`src/pdoq_pkg.sv`:
```
package pdoq_pkg;

    // queue geometry
    localparam int QUEUE_DEPTH = 8;
    localparam int IDX_W       = (QUEUE_DEPTH > 1) ? $clog2(QUEUE_DEPTH) : 1;
    localparam int CNT_W       = $clog2(QUEUE_DEPTH + 1);

    // field widths
    localparam int TAG_W    = 16;
    localparam int MS_W     = 16;
    localparam int TCNT_W   = 4;
    localparam int CFG_W    = 16;
    localparam int CFG_IDX_W = 1;

    // reset values of the configuration registers
    localparam logic [MS_W-1:0]   ACK_TIMEOUT_RST = MS_W'(120);
    localparam logic [TCNT_W-1:0] RETRY_LIMIT_RST = TCNT_W'(2);

    // configuration register indexes
    localparam logic [CFG_IDX_W-1:0] CFG_ACK_TIMEOUT = 1'b0;
    localparam logic [CFG_IDX_W-1:0] CFG_RETRY_LIMIT = 1'b1;

    // request kinds
    typedef enum logic [1:0] {
        FN_ENQUEUE = 2'd0,
        FN_ACK     = 2'd1,
        FN_SENT    = 2'd2,
        FN_TICK    = 2'd3
    } t_func;

    // result codes
    typedef enum logic [3:0] {
        ST_APPENDED      = 4'd0,
        ST_COALESCED     = 4'd1,
        ST_EVICT_APPEND  = 4'd2,
        ST_DROPPED       = 4'd3,
        ST_ACK_POPPED    = 4'd4,
        ST_IGNORED       = 4'd5,
        ST_MARKED_SENT   = 4'd6,
        ST_TIMEOUT_RETRY = 4'd7,
        ST_TIMEOUT_DROP  = 4'd8,
        ST_TICK          = 4'd9
    } t_status;

    // one queue entry
    typedef struct packed {
        logic [TAG_W-1:0] tag;
        logic             mouse;
        logic             crit;
    } t_entry;

    // per-cell control
    typedef struct packed {
        logic load;      // take the newcomer
        logic load_tag;  // replace the tag only
        logic shift;     // take the right neighbor's entry
    } t_cell_ctl;

    // victim search result
    typedef struct packed {
        logic             found;
        logic [IDX_W-1:0] idx;
    } t_victim;

endpackage

```
`src/pdoq_cell.sv`:
```
module pdoq_cell
    import pdoq_pkg::*;
(
    input  logic             i_clk,
    input  t_cell_ctl        i_ctl,
    input  t_entry           i_right,
    input  t_entry           i_new,
    output t_entry           o_entry,
    output logic [TAG_W-1:0] o_next_tag
);

    t_entry r_entry;
    t_entry n_entry;

    // load beats tag replace beats shift
    always_comb begin
        n_entry = r_entry;
        if (i_ctl.load) begin
            n_entry = i_new;
        end else if (i_ctl.load_tag) begin
            n_entry.tag = i_new.tag;
        end else if (i_ctl.shift) begin
            n_entry = i_right;
        end
    end

    always_ff @(posedge i_clk) begin
        r_entry <= n_entry;
    end

    assign o_entry    = r_entry;
    assign o_next_tag = n_entry.tag;

endmodule

```
`src/pdoq_victim.sv`:
```
module pdoq_victim
    import pdoq_pkg::*;
(
    input  logic [CNT_W-1:0]       i_occ,
    input  logic                   i_locked,
    input  logic [QUEUE_DEPTH-1:0] i_mouse,
    input  logic [QUEUE_DEPTH-1:0] i_crit,
    input  logic                   i_crit_new,
    output t_victim                o_victim
);

    logic [QUEUE_DEPTH-1:0] w_elig;
    logic                   w_head_locked;
    logic                   w_mouse_hit;
    logic [IDX_W-1:0]       w_mouse_idx;
    logic                   w_nc_hit;
    logic [IDX_W-1:0]       w_nc_idx;
    logic                   w_start_ok;

    assign w_head_locked = i_locked && (i_occ != '0);

    // occupied positions other than a locked head
    always_comb begin
        for (int i = 0; i < QUEUE_DEPTH; i++) begin
            w_elig[i] = (CNT_W'(i) < i_occ) && !(w_head_locked && (i == 0));
        end
    end

    // oldest non-critical mouse entry
    always_comb begin
        w_mouse_hit = 1'b0;
        w_mouse_idx = '0;
        for (int i = QUEUE_DEPTH - 1; i >= 0; i--) begin
            if (w_elig[i] && i_mouse[i] && !i_crit[i]) begin
                w_mouse_hit = 1'b1;
                w_mouse_idx = IDX_W'(i);
            end
        end
    end

    // newest non-critical entry
    always_comb begin
        w_nc_hit = 1'b0;
        w_nc_idx = '0;
        for (int i = 0; i < QUEUE_DEPTH; i++) begin
            if (w_elig[i] && !i_crit[i]) begin
                w_nc_hit = 1'b1;
                w_nc_idx = IDX_W'(i);
            end
        end
    end

    // first unlocked position exists
    assign w_start_ok = w_head_locked ? (i_occ > CNT_W'(1)) : (i_occ != '0);

    always_comb begin
        o_victim = '0;
        if (w_mouse_hit) begin
            o_victim.found = 1'b1;
            o_victim.idx   = w_mouse_idx;
        end else if (w_nc_hit) begin
            o_victim.found = 1'b1;
            o_victim.idx   = w_nc_idx;
        end else if (!w_head_locked && (i_occ != '0)) begin
            o_victim.found = 1'b1;
            o_victim.idx   = '0;
        end else if (i_crit_new && w_start_ok) begin
            o_victim.found = 1'b1;
            o_victim.idx   = w_head_locked ? IDX_W'(1) : '0;
        end
    end

endmodule

```
`src/priority_drop_outbox_queue.sv`:
```
// priority_drop_outbox_queue
// ordered outbox of message tags held in a row of shifting cells.
// requests enter on the s_axis channel: tuser carries the kind (enqueue, ack,
// sent, one millisecond tick), tdata the tag and its mouse, coalesce and
// critical flags. every request gives exactly one result on m_axis: tuser
// carries the status code, tdata the evicted entry and the queue front.
// a request's result appears in the output register in the cycle after the
// request is taken, and one request is taken per cycle while the receiver
// takes the results; the victim search over all cells and the cell shift
// finish within the cycle in which the request is taken.
// when the receiver stalls the result holds in the output register and
// s_axis_tready stays low until it is taken.
// the configuration port writes the ack timeout (index 0) and the retry
// limit (index 1); write only while no request is in progress.
// synchronous reset empties the queue, clears the in-flight state and the
// timeout counters and loads the register defaults (120 ms, 2 retries);
// no clearing pass is needed.
module priority_drop_outbox_queue
    import pdoq_pkg::*;
(
    input  logic                 i_clk,
    input  logic                 i_rst_n,
    input  logic                 i_s_axis_tvalid,
    output logic                 o_s_axis_tready,
    // msg_tag[15:0], is_mouse[16], may_coalesce[17], is_critical[18], zero[23:19]
    input  logic [23:0]          i_s_axis_tdata,
    // func[1:0]
    input  logic [1:0]           i_s_axis_tuser,
    output logic                 o_m_axis_tvalid,
    input  logic                 i_m_axis_tready,
    // evicted_valid[0], evicted_tag[16:1], front_valid[17], front_tag[33:18],
    // front_in_flight[34], entry_count[38:35], zero[39]
    output logic [39:0]          o_m_axis_tdata,
    // status[3:0]
    output logic [3:0]           o_m_axis_tuser,
    input  logic                 i_cfg_we,
    input  logic [CFG_IDX_W-1:0] i_cfg_idx,
    input  logic [CFG_W-1:0]     i_cfg_data
);

    // control state
    logic [CNT_W-1:0]  r_occ,        n_occ;
    logic              r_in_flight,  n_in_flight;
    logic [TCNT_W-1:0] r_tcount,     n_tcount;
    logic [MS_W-1:0]   r_since,      n_since;
    logic [MS_W-1:0]   r_ack_timeout;
    logic [TCNT_W-1:0] r_retry_limit;

    // output register
    logic              r_out_valid;
    t_status           r_status,     n_status;
    logic              r_ev_valid,   n_ev_valid;
    logic [TAG_W-1:0]  r_ev_tag,     n_ev_tag;
    logic              r_front_valid;
    logic [TAG_W-1:0]  r_front_tag;
    logic              r_front_fl;
    logic [CNT_W-1:0]  r_count;

    // request fields
    logic    w_accept;
    t_func   w_func;
    t_entry  w_new;
    logic    w_coal_req;
    logic    w_crit_new;

    // cell row
    t_entry                 w_cells   [QUEUE_DEPTH];
    logic [TAG_W-1:0]       w_ntags   [QUEUE_DEPTH];
    t_cell_ctl              w_ctl     [QUEUE_DEPTH];
    logic [QUEUE_DEPTH-1:0] w_mouse_v;
    logic [QUEUE_DEPTH-1:0] w_crit_v;
    t_victim                w_victim;

    // row operations chosen for this request
    logic             w_do_remove;
    logic [IDX_W-1:0] w_rem_idx;
    logic             w_do_append;
    logic [IDX_W-1:0] w_app_idx;
    logic             w_do_coal;
    logic [IDX_W-1:0] w_tail_idx;
    logic [TCNT_W-1:0] w_tcount_inc;

    assign o_s_axis_tready = !r_out_valid || i_m_axis_tready;
    assign w_accept        = i_s_axis_tvalid && o_s_axis_tready;

    assign w_func     = t_func'(i_s_axis_tuser);
    assign w_new.tag  = i_s_axis_tdata[15:0];
    assign w_new.mouse = i_s_axis_tdata[16];
    assign w_new.crit = i_s_axis_tdata[18];
    assign w_coal_req = i_s_axis_tdata[16] && i_s_axis_tdata[17];
    assign w_crit_new = i_s_axis_tdata[18];

    assign w_tail_idx   = IDX_W'(r_occ - CNT_W'(1));
    assign w_tcount_inc = r_tcount + TCNT_W'(1);

    // flag vectors for the victim search
    always_comb begin
        for (int i = 0; i < QUEUE_DEPTH; i++) begin
            w_mouse_v[i] = w_cells[i].mouse;
            w_crit_v[i]  = w_cells[i].crit;
        end
    end

    pdoq_victim u_victim (
        .i_occ      (r_occ),
        .i_locked   (r_in_flight),
        .i_mouse    (w_mouse_v),
        .i_crit     (w_crit_v),
        .i_crit_new (w_crit_new),
        .o_victim   (w_victim)
    );

    // request decode and next control state
    always_comb begin
        n_occ       = r_occ;
        n_in_flight = r_in_flight;
        n_tcount    = r_tcount;
        n_since     = r_since;
        n_status    = ST_IGNORED;
        n_ev_valid  = 1'b0;
        n_ev_tag    = '0;
        w_do_remove = 1'b0;
        w_rem_idx   = '0;
        w_do_append = 1'b0;
        w_app_idx   = '0;
        w_do_coal   = 1'b0;
        unique case (w_func)
            FN_ENQUEUE: begin
                if (w_coal_req && (r_occ != '0) && w_cells[w_tail_idx].mouse) begin
                    w_do_coal = 1'b1;
                    n_status  = ST_COALESCED;
                end else if (r_occ >= CNT_W'(QUEUE_DEPTH)) begin
                    if (w_victim.found) begin
                        w_do_remove = 1'b1;
                        w_rem_idx   = w_victim.idx;
                        w_do_append = 1'b1;
                        w_app_idx   = IDX_W'(QUEUE_DEPTH - 1);
                        n_ev_valid  = 1'b1;
                        n_ev_tag    = w_cells[w_victim.idx].tag;
                        n_status    = ST_EVICT_APPEND;
                    end else begin
                        n_status = ST_DROPPED;
                    end
                end else begin
                    w_do_append = 1'b1;
                    w_app_idx   = IDX_W'(r_occ);
                    n_occ       = r_occ + CNT_W'(1);
                    n_status    = ST_APPENDED;
                end
            end
            FN_ACK: begin
                if (r_in_flight) begin
                    if (r_occ != '0) begin
                        w_do_remove = 1'b1;
                        n_occ       = r_occ - CNT_W'(1);
                    end
                    n_in_flight = 1'b0;
                    n_tcount    = '0;
                    n_status    = ST_ACK_POPPED;
                end
            end
            FN_SENT: begin
                if ((r_occ != '0) && !r_in_flight) begin
                    n_in_flight = 1'b1;
                    n_since     = '0;
                    n_status    = ST_MARKED_SENT;
                end
            end
            FN_TICK: begin
                n_status = ST_TICK;
                if (r_in_flight) begin
                    if (r_since >= r_ack_timeout) begin
                        n_in_flight = 1'b0;
                        if (w_tcount_inc >= r_retry_limit) begin
                            if (r_occ != '0) begin
                                w_do_remove = 1'b1;
                                n_occ       = r_occ - CNT_W'(1);
                                n_ev_valid  = 1'b1;
                                n_ev_tag    = w_cells[0].tag;
                            end
                            n_tcount = '0;
                            n_status = ST_TIMEOUT_DROP;
                        end else begin
                            n_tcount = w_tcount_inc;
                            n_status = ST_TIMEOUT_RETRY;
                        end
                    end else if (r_since != {MS_W{1'b1}}) begin
                        n_since = r_since + MS_W'(1);
                    end
                end
            end
            default: begin
                n_status = ST_IGNORED;
            end
        endcase
    end

    // per-cell control from the chosen row operation
    always_comb begin
        for (int i = 0; i < QUEUE_DEPTH; i++) begin
            w_ctl[i].load     = w_accept && w_do_append && (IDX_W'(i) == w_app_idx);
            w_ctl[i].load_tag = w_accept && w_do_coal && (IDX_W'(i) == w_tail_idx);
            w_ctl[i].shift    = w_accept && w_do_remove && (IDX_W'(i) >= w_rem_idx);
        end
    end

    // row of cells, each takes from its right neighbor on a removal
    for (genvar g = 0; g < QUEUE_DEPTH; g++) begin : g_cell
        if (g < QUEUE_DEPTH - 1) begin : g_mid
            pdoq_cell u_cell (
                .i_clk      (i_clk),
                .i_ctl      (w_ctl[g]),
                .i_right    (w_cells[g+1]),
                .i_new      (w_new),
                .o_entry    (w_cells[g]),
                .o_next_tag (w_ntags[g])
            );
        end else begin : g_last
            pdoq_cell u_cell (
                .i_clk      (i_clk),
                .i_ctl      (w_ctl[g]),
                .i_right    (w_new),
                .i_new      (w_new),
                .o_entry    (w_cells[g]),
                .o_next_tag (w_ntags[g])
            );
        end
    end

    // configuration registers
    always_ff @(posedge i_clk) begin
        if (!i_rst_n) begin
            r_ack_timeout <= ACK_TIMEOUT_RST;
            r_retry_limit <= RETRY_LIMIT_RST;
        end else if (i_cfg_we) begin
            unique case (i_cfg_idx)
                CFG_ACK_TIMEOUT: r_ack_timeout <= i_cfg_data;
                CFG_RETRY_LIMIT: r_retry_limit <= i_cfg_data[TCNT_W-1:0];
                default: begin
                    r_ack_timeout <= r_ack_timeout;
                end
            endcase
        end
    end

    // queue control state
    always_ff @(posedge i_clk) begin
        if (!i_rst_n) begin
            r_occ       <= '0;
            r_in_flight <= 1'b0;
            r_tcount    <= '0;
            r_since     <= '0;
        end else if (w_accept) begin
            r_occ       <= n_occ;
            r_in_flight <= n_in_flight;
            r_tcount    <= n_tcount;
            r_since     <= n_since;
        end
    end

    // output valid
    always_ff @(posedge i_clk) begin
        if (!i_rst_n) begin
            r_out_valid <= 1'b0;
        end else if (w_accept) begin
            r_out_valid <= 1'b1;
        end else if (i_m_axis_tready) begin
            r_out_valid <= 1'b0;
        end
    end

    // result payload
    always_ff @(posedge i_clk) begin
        if (w_accept) begin
            r_status      <= n_status;
            r_ev_valid    <= n_ev_valid;
            r_ev_tag      <= n_ev_tag;
            r_front_valid <= (n_occ != '0);
            r_front_tag   <= (n_occ != '0) ? w_ntags[0] : '0;
            r_front_fl    <= n_in_flight;
            r_count       <= n_occ;
        end
    end

    assign o_m_axis_tvalid = r_out_valid;
    assign o_m_axis_tuser  = r_status;
    assign o_m_axis_tdata  = {1'b0, 4'(r_count), r_front_fl, r_front_tag, r_front_valid,
                              r_ev_tag, r_ev_valid};

    // occupancy never passes the queue depth
    a_occ_bound: assert property (@(posedge i_clk) disable iff (!i_rst_n)
        r_occ <= CNT_W'(QUEUE_DEPTH))
        else $error("occupancy beyond queue depth");

    // an in-flight head implies a non-empty queue
    a_flight_nonempty: assert property (@(posedge i_clk) disable iff (!i_rst_n)
        r_in_flight |-> (r_occ != '0))
        else $error("in flight with empty queue");

    // an ack on an in-flight head pops it
    a_ack_pops: assert property (@(posedge i_clk) disable iff (!i_rst_n)
        (w_accept && (w_func == FN_ACK) && r_in_flight) |=>
            ((o_m_axis_tuser == ST_ACK_POPPED) && !r_in_flight))
        else $error("ack on in-flight head not popped");

endmodule

```
`config.mk`:
```
export PLATFORM = sky130hd
export DESIGN_NAME = priority_drop_outbox_queue
export DESIGN_NICKNAME = d
export VERILOG_FILES = /design/src/pdoq_pkg.sv /design/src/pdoq_cell.sv /design/src/pdoq_victim.sv /design/src/priority_drop_outbox_queue.sv
export SDC_FILE = /design/constraint.sdc
export NUM_CORES = 1
export LEC_CHECK = 0
export BUFFER_PORTS_ARGS = -buffer_cell sky130_fd_sc_hd__buf_2
export CAP_MARGIN = 20
export CORE_MARGIN = 5
export CORE_UTILIZATION = 45
export CTS_CLUSTER_DIAMETER = 40
export CTS_CLUSTER_SIZE = 16
export DETAILED_ROUTE_END_ITERATION = 8
export MAX_ROUTING_LAYER = met4
export PLACE_DENSITY = 0.64
export SLEW_MARGIN = 20
export SYNTH_ARGS = -nofsm -noshare
export SYNTH_HDL_FRONTEND = slang
export SYNTH_SLANG_ARGS = --single-unit
```
`constraint.sdc`:
```
create_clock -name i_clk -period 10.3 [get_ports i_clk]
set_input_delay 1.03 -clock i_clk [delete_from_list [all_inputs] [get_ports i_clk]]
set_output_delay 1.03 -clock i_clk [all_outputs]
set_load 0.01 [all_outputs]
```
==> Word level (Yosys, flattened, before mapping) <==
Cells that the tools add are included.
Widths: inputs -> output; s select.
{ "classes": {"multipliers": 0, "bitwise": 3, "n_eq_ne": 32, "n_lt_le_gt_ge": 22, "n_shift": 0, "add_sub_neg": 4, "n_mux": 139, "reduce_logical": 107, "div_mod_pow": 0} }
{ "op_table": {"columns": ["cell", "n"], "rows": [
  ["$mux 18", 18],
  ["$mux 16", 19],
  ["$bmux 18 s3", 2],
  ["$mux 4", 20],
  ["$pmux 16 s2", 2],
  ["$logic_and 1x1->1", 60],
  ["$mux 3", 20],
  ["$mux 1", 39],
  ["$mux 2", 13],
  ["$eq 3x3->1 const A", 8],
  ["$reduce_bool 2->1", 11],
  ["$reduce_bool 3->1", 7],
  ["$reduce_and 2->1", 10],
  ["$add 16x1->16 const B", 1],
  ["$ge 16x16->1", 1],
  ["$lt 3x4->1 const A", 4],
  ["$ne 16x16->1 const B", 1],
  ["$ne 2x1->1 const B", 8],
  ["$pmux 4 s4", 1],
  ["$eq 2x3->1 const A", 4],
  ["$ge 3x3->1 const A", 4],
  ["$ge 4x4->1 const B", 3],
  ["$ne 2x2->1 const B", 6],
  ["$pmux 4 s3", 1],
  ["23 further kinds", 44]
]} }
{ "totals": {"reg_bits": 233, "in_bits": 48, "out_inout_bits": 46, "elab_cells": 345, "mem_bits_rw": 0, "romBits": 0, "n_memories": 0, "latchBits": 0} }

==> Longest topological paths before layout <==
{ "logic_depth": {"ltp_word": 24, "mapped_depth": 15, "ltp_nobuf": 11} }

==> Hierarchy <==
Synthesis repeated with hierarchy kept, for this count alone.
{ "hier_totals": {"hier_cells": 1487, "area_unflattened_um2": 14022.2} }
{ "by_module_without_submodules": {"columns": ["module", "cells_each", "n_inst", "area_each_um2", "seq_area_each_um2"], "rows": [
  ["pdoq_cell", 95, 8, 910.9, 380.4],
  ["priority_drop_outbox_queue", 656, 1, 6272.3, 2212.1],
  ["pdoq_victim", 71, 1, 462.9, 0.0]
]} }

==> Worst setup path after synthesis <==
No wires, ideal clock.
{ "synth_path": {"kind": "input port to flip-flop", "from": "in i_m_axis_tready", "to": "reg g_cell[1].g_mid.u_cell.r_entry (netlist bit g_cell[1].g_mid.u_cell.o_entry[10]) (enable)", "setup_slack_ns": 5.275, "setup_ns": 0.411, "path_buffers": 2, "cell_stages": 9, "required_time_ns": 9.889, "arrival_time_ns": 4.614, "cell_sequence": "nand2b_1 -> nand2_1 -> inv_1 -> clkbuf_1 -> nand3_1 -> nor2_1 -> a21oi_1 -> buf_2 -> o21ai_0"} }
{ "synth_between": {"elab_chain_len": 5, "elab_cells_between_ends": 9, "classes_between": "reduce/logical (9)"} }
{ "synth_lines": {"columns": ["item", "line_no", "rtl"], "rows": [
  ["start, declared", "priority_drop_outbox_queue.sv:30", "input logic i_m_axis_tready,"],
  ["$logic_or 1x1->1 (*)", "priority_drop_outbox_queue.sv:83", "assign o_s_axis_tready = !r_out_valid || i_m_axis_tready;"],
  ["$logic_and 1x1->1 (*)", "priority_drop_outbox_queue.sv:84", "assign w_accept = i_s_axis_tvalid && o_s_axis_tready;"],
  ["net w_accept", "priority_drop_outbox_queue.sv:60", "logic w_accept;"],
  ["$logic_and 1x1->1 (on tied branches) (2 in series)", "priority_drop_outbox_queue.sv:203, priority_drop_outbox_queue.sv:201, priority_drop_outbox_queue.sv:202", null],
  ["$reduce_bool 3->1 (no source line) (*)", null, null],
  ["end signal, assigned", "pdoq_cell.sv:28", "r_entry <= n_entry;"],
  ["end, declared", "pdoq_cell.sv:12", "t_entry r_entry;"]
]} }
Mark *: on every way through the listed nets, which the timed path passes. The rest lies on a longest branch.
A chain may end at the register's enable or synchronous reset.

==> Worst setup path in the final report <==
{ "layout_path": {"from": "reg r_occ[0]", "to": "reg r_front_tag[5], data pin"} }
{ "layout_between": {"elab_chain_len": 24, "elab_cells_between_ends": 128, "classes_between": "add/sub (2); order compare (11); mux (73); bitwise (1); reduce/logical (41)"} }
{ "layout_lines": {"columns": ["item", "line_no", "rtl"], "rows": [
  ["start, declared", "priority_drop_outbox_queue.sv:42", "logic [CNT_W-1:0] r_occ, n_occ;"],
  ["start signal, assigned", "priority_drop_outbox_queue.sv:254", "r_occ <= n_occ;"],
  ["branches (longest 24 deep; another with $lt 1x4->1)", null, null],
  ["end signal, assigned", "priority_drop_outbox_queue.sv:279", "r_front_tag <= (n_occ != '0) ? w_ntags[0] : '0;"],
  ["end, declared", "priority_drop_outbox_queue.sv:55", "logic [TAG_W-1:0] r_front_tag;"]
]} }
Several ways; the timed one is not identified. The select of a mux whose other input is x is not followed.

==> results.toml <==
[run_status]
outcome = "complete, no violations"

[detailed_routing]
drt-pass1-iter-count = 5
drc_errors = 0
met1Wirelength_mm = 13.32
vias = 8553
vias_per_cell = 5.733
topRoutingLayerUsed = "met4"
routedWlPerCell_um = 19.54
totalWireLength_mm = 29.15
dr_wl_met2_mm = 13.75
antenna_left = 0
wl_met3_mm = 1.694
first_iter_violations = 709

[place]
dpl.hpwl_mm = 19.97
io_buffers = 87
place.gp.congestion = 0.9056
dpl.cell_count = 1425

[worst_setup_path]
cp.arrival_ns = 5.18
startpoint_type = "flip-flop"
cp_top_family = "compound AO/OA/AOI/OAI gates"
crit_path_top_delay_cell = "nor2b_2"
crit_path_max_fanout = 19
required_ns = 10.59
path_class = "reg2reg"
crit_chain = "inv_1 -> ha_1 -> mux4_2 -> mux2i_4 -> o21ai_2 -> a211oi_2 -> a41oi_2 -> a211o_1 -> nor2b_2 -> nand2_1 -> a311oi_1"
worst-path-buf-inv = 1
crit_path_end_kind = "flip-flop"
max_stage_delay_ns = 0.90

[sta]
setup_viol = 0
period_needed_ns = 4.886
worst_pin_slew_ns = 1.128
skew_ns = 0.03412
slew_violations = 0
whs_ns = 0.4681
fin_setup_tns_ns = 0
period_share_pct = 47.44
hold_viol_final = 0
grt_setup_unrepaired = "false"
max-slew-margin-rel_pct = 24.48
fmax_mhz = 204.7

[clock_tree]
postCtsSetupBuffers = 0
cts-root-buf = "clkbuf_16"
cts.htree.levels = 2
clk_pin_slew_ns = 0.05
ctsHoldBuffers = 0
clk_latency_ns = 0.52
numCtsBuffers = 36
cts.repair.resized = 0
cts.path.max_buffers = 3
cts_tree = "yes"
cts.sinks = 233

[synth]
ys.flop_type = "edfxtp_1"
synth_area_leaders = "edfxtp_1 42%, dfxtp_1 10%, mux2_2 9.5%"
yosys_warnings = 0
synth_fp_nets = 1110
syn_area_um2 = 12230
synth-seq-cells = 233
seq_area_frac_synth_pct = 52.12
yosysTopAreaCellShare_pct = 41.97
avgSynthCellArea_um2 = 11.88
ys_async_sr_fraction_pct = 0
synthCells = 1030
yosysTopAreaCell = "edfxtp_1"
synth_cell_types = 76
synth_edf_count = 171

[worst_hold_path]
hp-class = "reg2reg"

[floorplan]
coreArea_um2 = 26880
die_h_um = 174.9
ios = 94
dieArea_um2 = 30580
rows = 60
initial_utilization_pct = 45.52
die_w_um = 174.9

[final_layout]
syn_to_final_growth_pct = 16.36
fillers = 2270
fin_cells = 1492
final_util_pct = 52.97
drive_gt1_share_pct = 30.41
nNetsFinal = 1203
multi_input_area_um2 = 5485
seqCellArea_um2 = 6376
n_antenna_cell = 0

[global_route]
grt_max_degree = 50
antenna_found_initial = 0
grt_pass1_vias = 8457
grtUsageTotal_pct = 19.69
grt_pass1_wl_mm = 47.13
grt.overflow.total = 0

[pwr]
finalPower_w = 0.002598
clock_power_share_pct = 46.8
seqPwrFrac_pct = 42.2
p_per_area_nw_per_um2 = 182.5
swShare_pct = 25.26
p_comb_share_pct = 11.1
power_leakage_nw = 5.245
p_int_w = 0.001942
p_sw_w = 0.0006563
ir_drop_mv = 0.08601

[flow_run]
maxCapViolations = 0
[flip-flops by register name, summed over array words and instances, names as in the netlist]
signal	flops
g_cell.g_mid.u_cell.o_entry	126
g_cell.g_last.u_cell.o_entry	18
r_ack_timeout	16
r_ev_tag	16
r_front_tag	16
r_since	16
o_m_axis_tuser	4
r_count	4
r_occ	4
r_retry_limit	4
r_tcount	4
o_m_axis_tvalid	1
r_ev_valid	1
r_front_fl	1
r_front_valid	1
r_in_flight	1
[logic make-up after synthesis]
logic type                 share of synthesized area [%]
AOI/OAI and AO/OA                                  10.91
buffers and inverters                              3.344
and+or+nand+nor                                    12.64
adders and majority gates                          3.273
xor gates and xnor gates                           1.207
muxes                                              16.48
DFF                                                52.12
other                                            0.03065
[per-stage QoR]
step	cell area, um2	setup WS, ns
after floorplan	12230	5.275
after global placement	12980	5.412
after detailed placement	12980	5.386
after CTS	14210	5.375
after global routing	14240	4.990
final	14240	5.414
[worst register-to-register path, stage by stage (launching register included)]
cell and delay (ns):
dfxtp_1 0.73, inv_1 0.34, ha_1 0.52, mux4_2 0.39, mux2i_4 0.19, o21ai_2 0.13
a211oi_2 0.38, a41oi_2 0.10, a211o_1 0.43, nor2b_2 0.90, nand2_1 0.17, a311oi_1 0.39
[metal layers]
metal | track usage (%) | vias to the layer above
li1 | - | 4080
met4 | 4.026 | 0
met3 | 3.224 | 33
met2 | 31.31 | 255
met1 | 27.06 | 4185
met5 | - | -
[area by class of cell]
class | count | area share [%]
clock inverters | 23 | 1.670
clock buffers | 43 | 6.952
inverters | 41 | 1.081
multi-input cells | 707 | 38.53
repair buffers | 104 | 3.981
flip-flops and latches | 233 | 44.79
well taps | 341 | 2.997
[power groups by stage]
stage	logic, W	registers (W)	clock network, W
finish	0.000288	0.00110	0.00121
global route	0.000318	0.00110	0.00128
CTS	0.000289	0.00109	0.00124
detailed placement	0.000288	0.00111	0
global placement	0.000281	0.00111	0
floorplan	0.000200	0.00111	0
[cells in the mapped netlist, drive strengths merged, types with 23 or more instances]
library cell,number
a21oi,31
a31oi,23
buf,28
dfxtp,62
edfxtp,171
ha,32
inv,41
mux2,109
mux4,34
nand2,147
nor2,75
o21ai,27
[cells in the final DEF (no fill, tap or decap), types with 8 or more instances in the layout]
| master | n |
|---|---|
| a311oi_2 | 9 |
| nor3_1 | 18 |
| buf_2 | 87 |
| a21boi_0 | 21 |
| a31oi_1 | 23 |
| a21oi_1 | 27 |
| a22oi_1 | 22 |
| nor2b_1 | 12 |
| nand3_1 | 22 |
| nand2b_1 | 9 |
| nand2_1 | 140 |
| xnor2_1 | 14 |
| dfxtp_1 | 62 |
| mux2_2 | 103 |
| ha_1 | 32 |
| o21ai_0 | 21 |
| edfxtp_1 | 171 |
| nor2_1 | 73 |
| buf_4 | 16 |
| mux4_2 | 34 |
| clkbuf_16 | 38 |
| a311oi_1 | 9 |
| o211ai_1 | 8 |
| inv_1 | 39 |
[worst paths after layout]
kind,startpoint,to,slack [ns],cells after the start
worst min register to register,r_retry_limit[2]$_SDFFE_PN0P_,r_retry_limit[2]$_SDFFE_PN0P_,0.47,2
worst max-delay path,r_occ[0]$_SDFFE_PN0P_,r_front_tag[5]$_SDFFCE_PN0P_,5.41,11
worst max register to register,r_occ[0]$_SDFFE_PN0P_,r_front_tag[5]$_SDFFCE_PN0P_,5.41,11
worst min-delay path,r_retry_limit[2]$_SDFFE_PN0P_,r_retry_limit[2]$_SDFFE_PN0P_,0.47,2
Note: power is estimated with default switching activity, not from simulation.
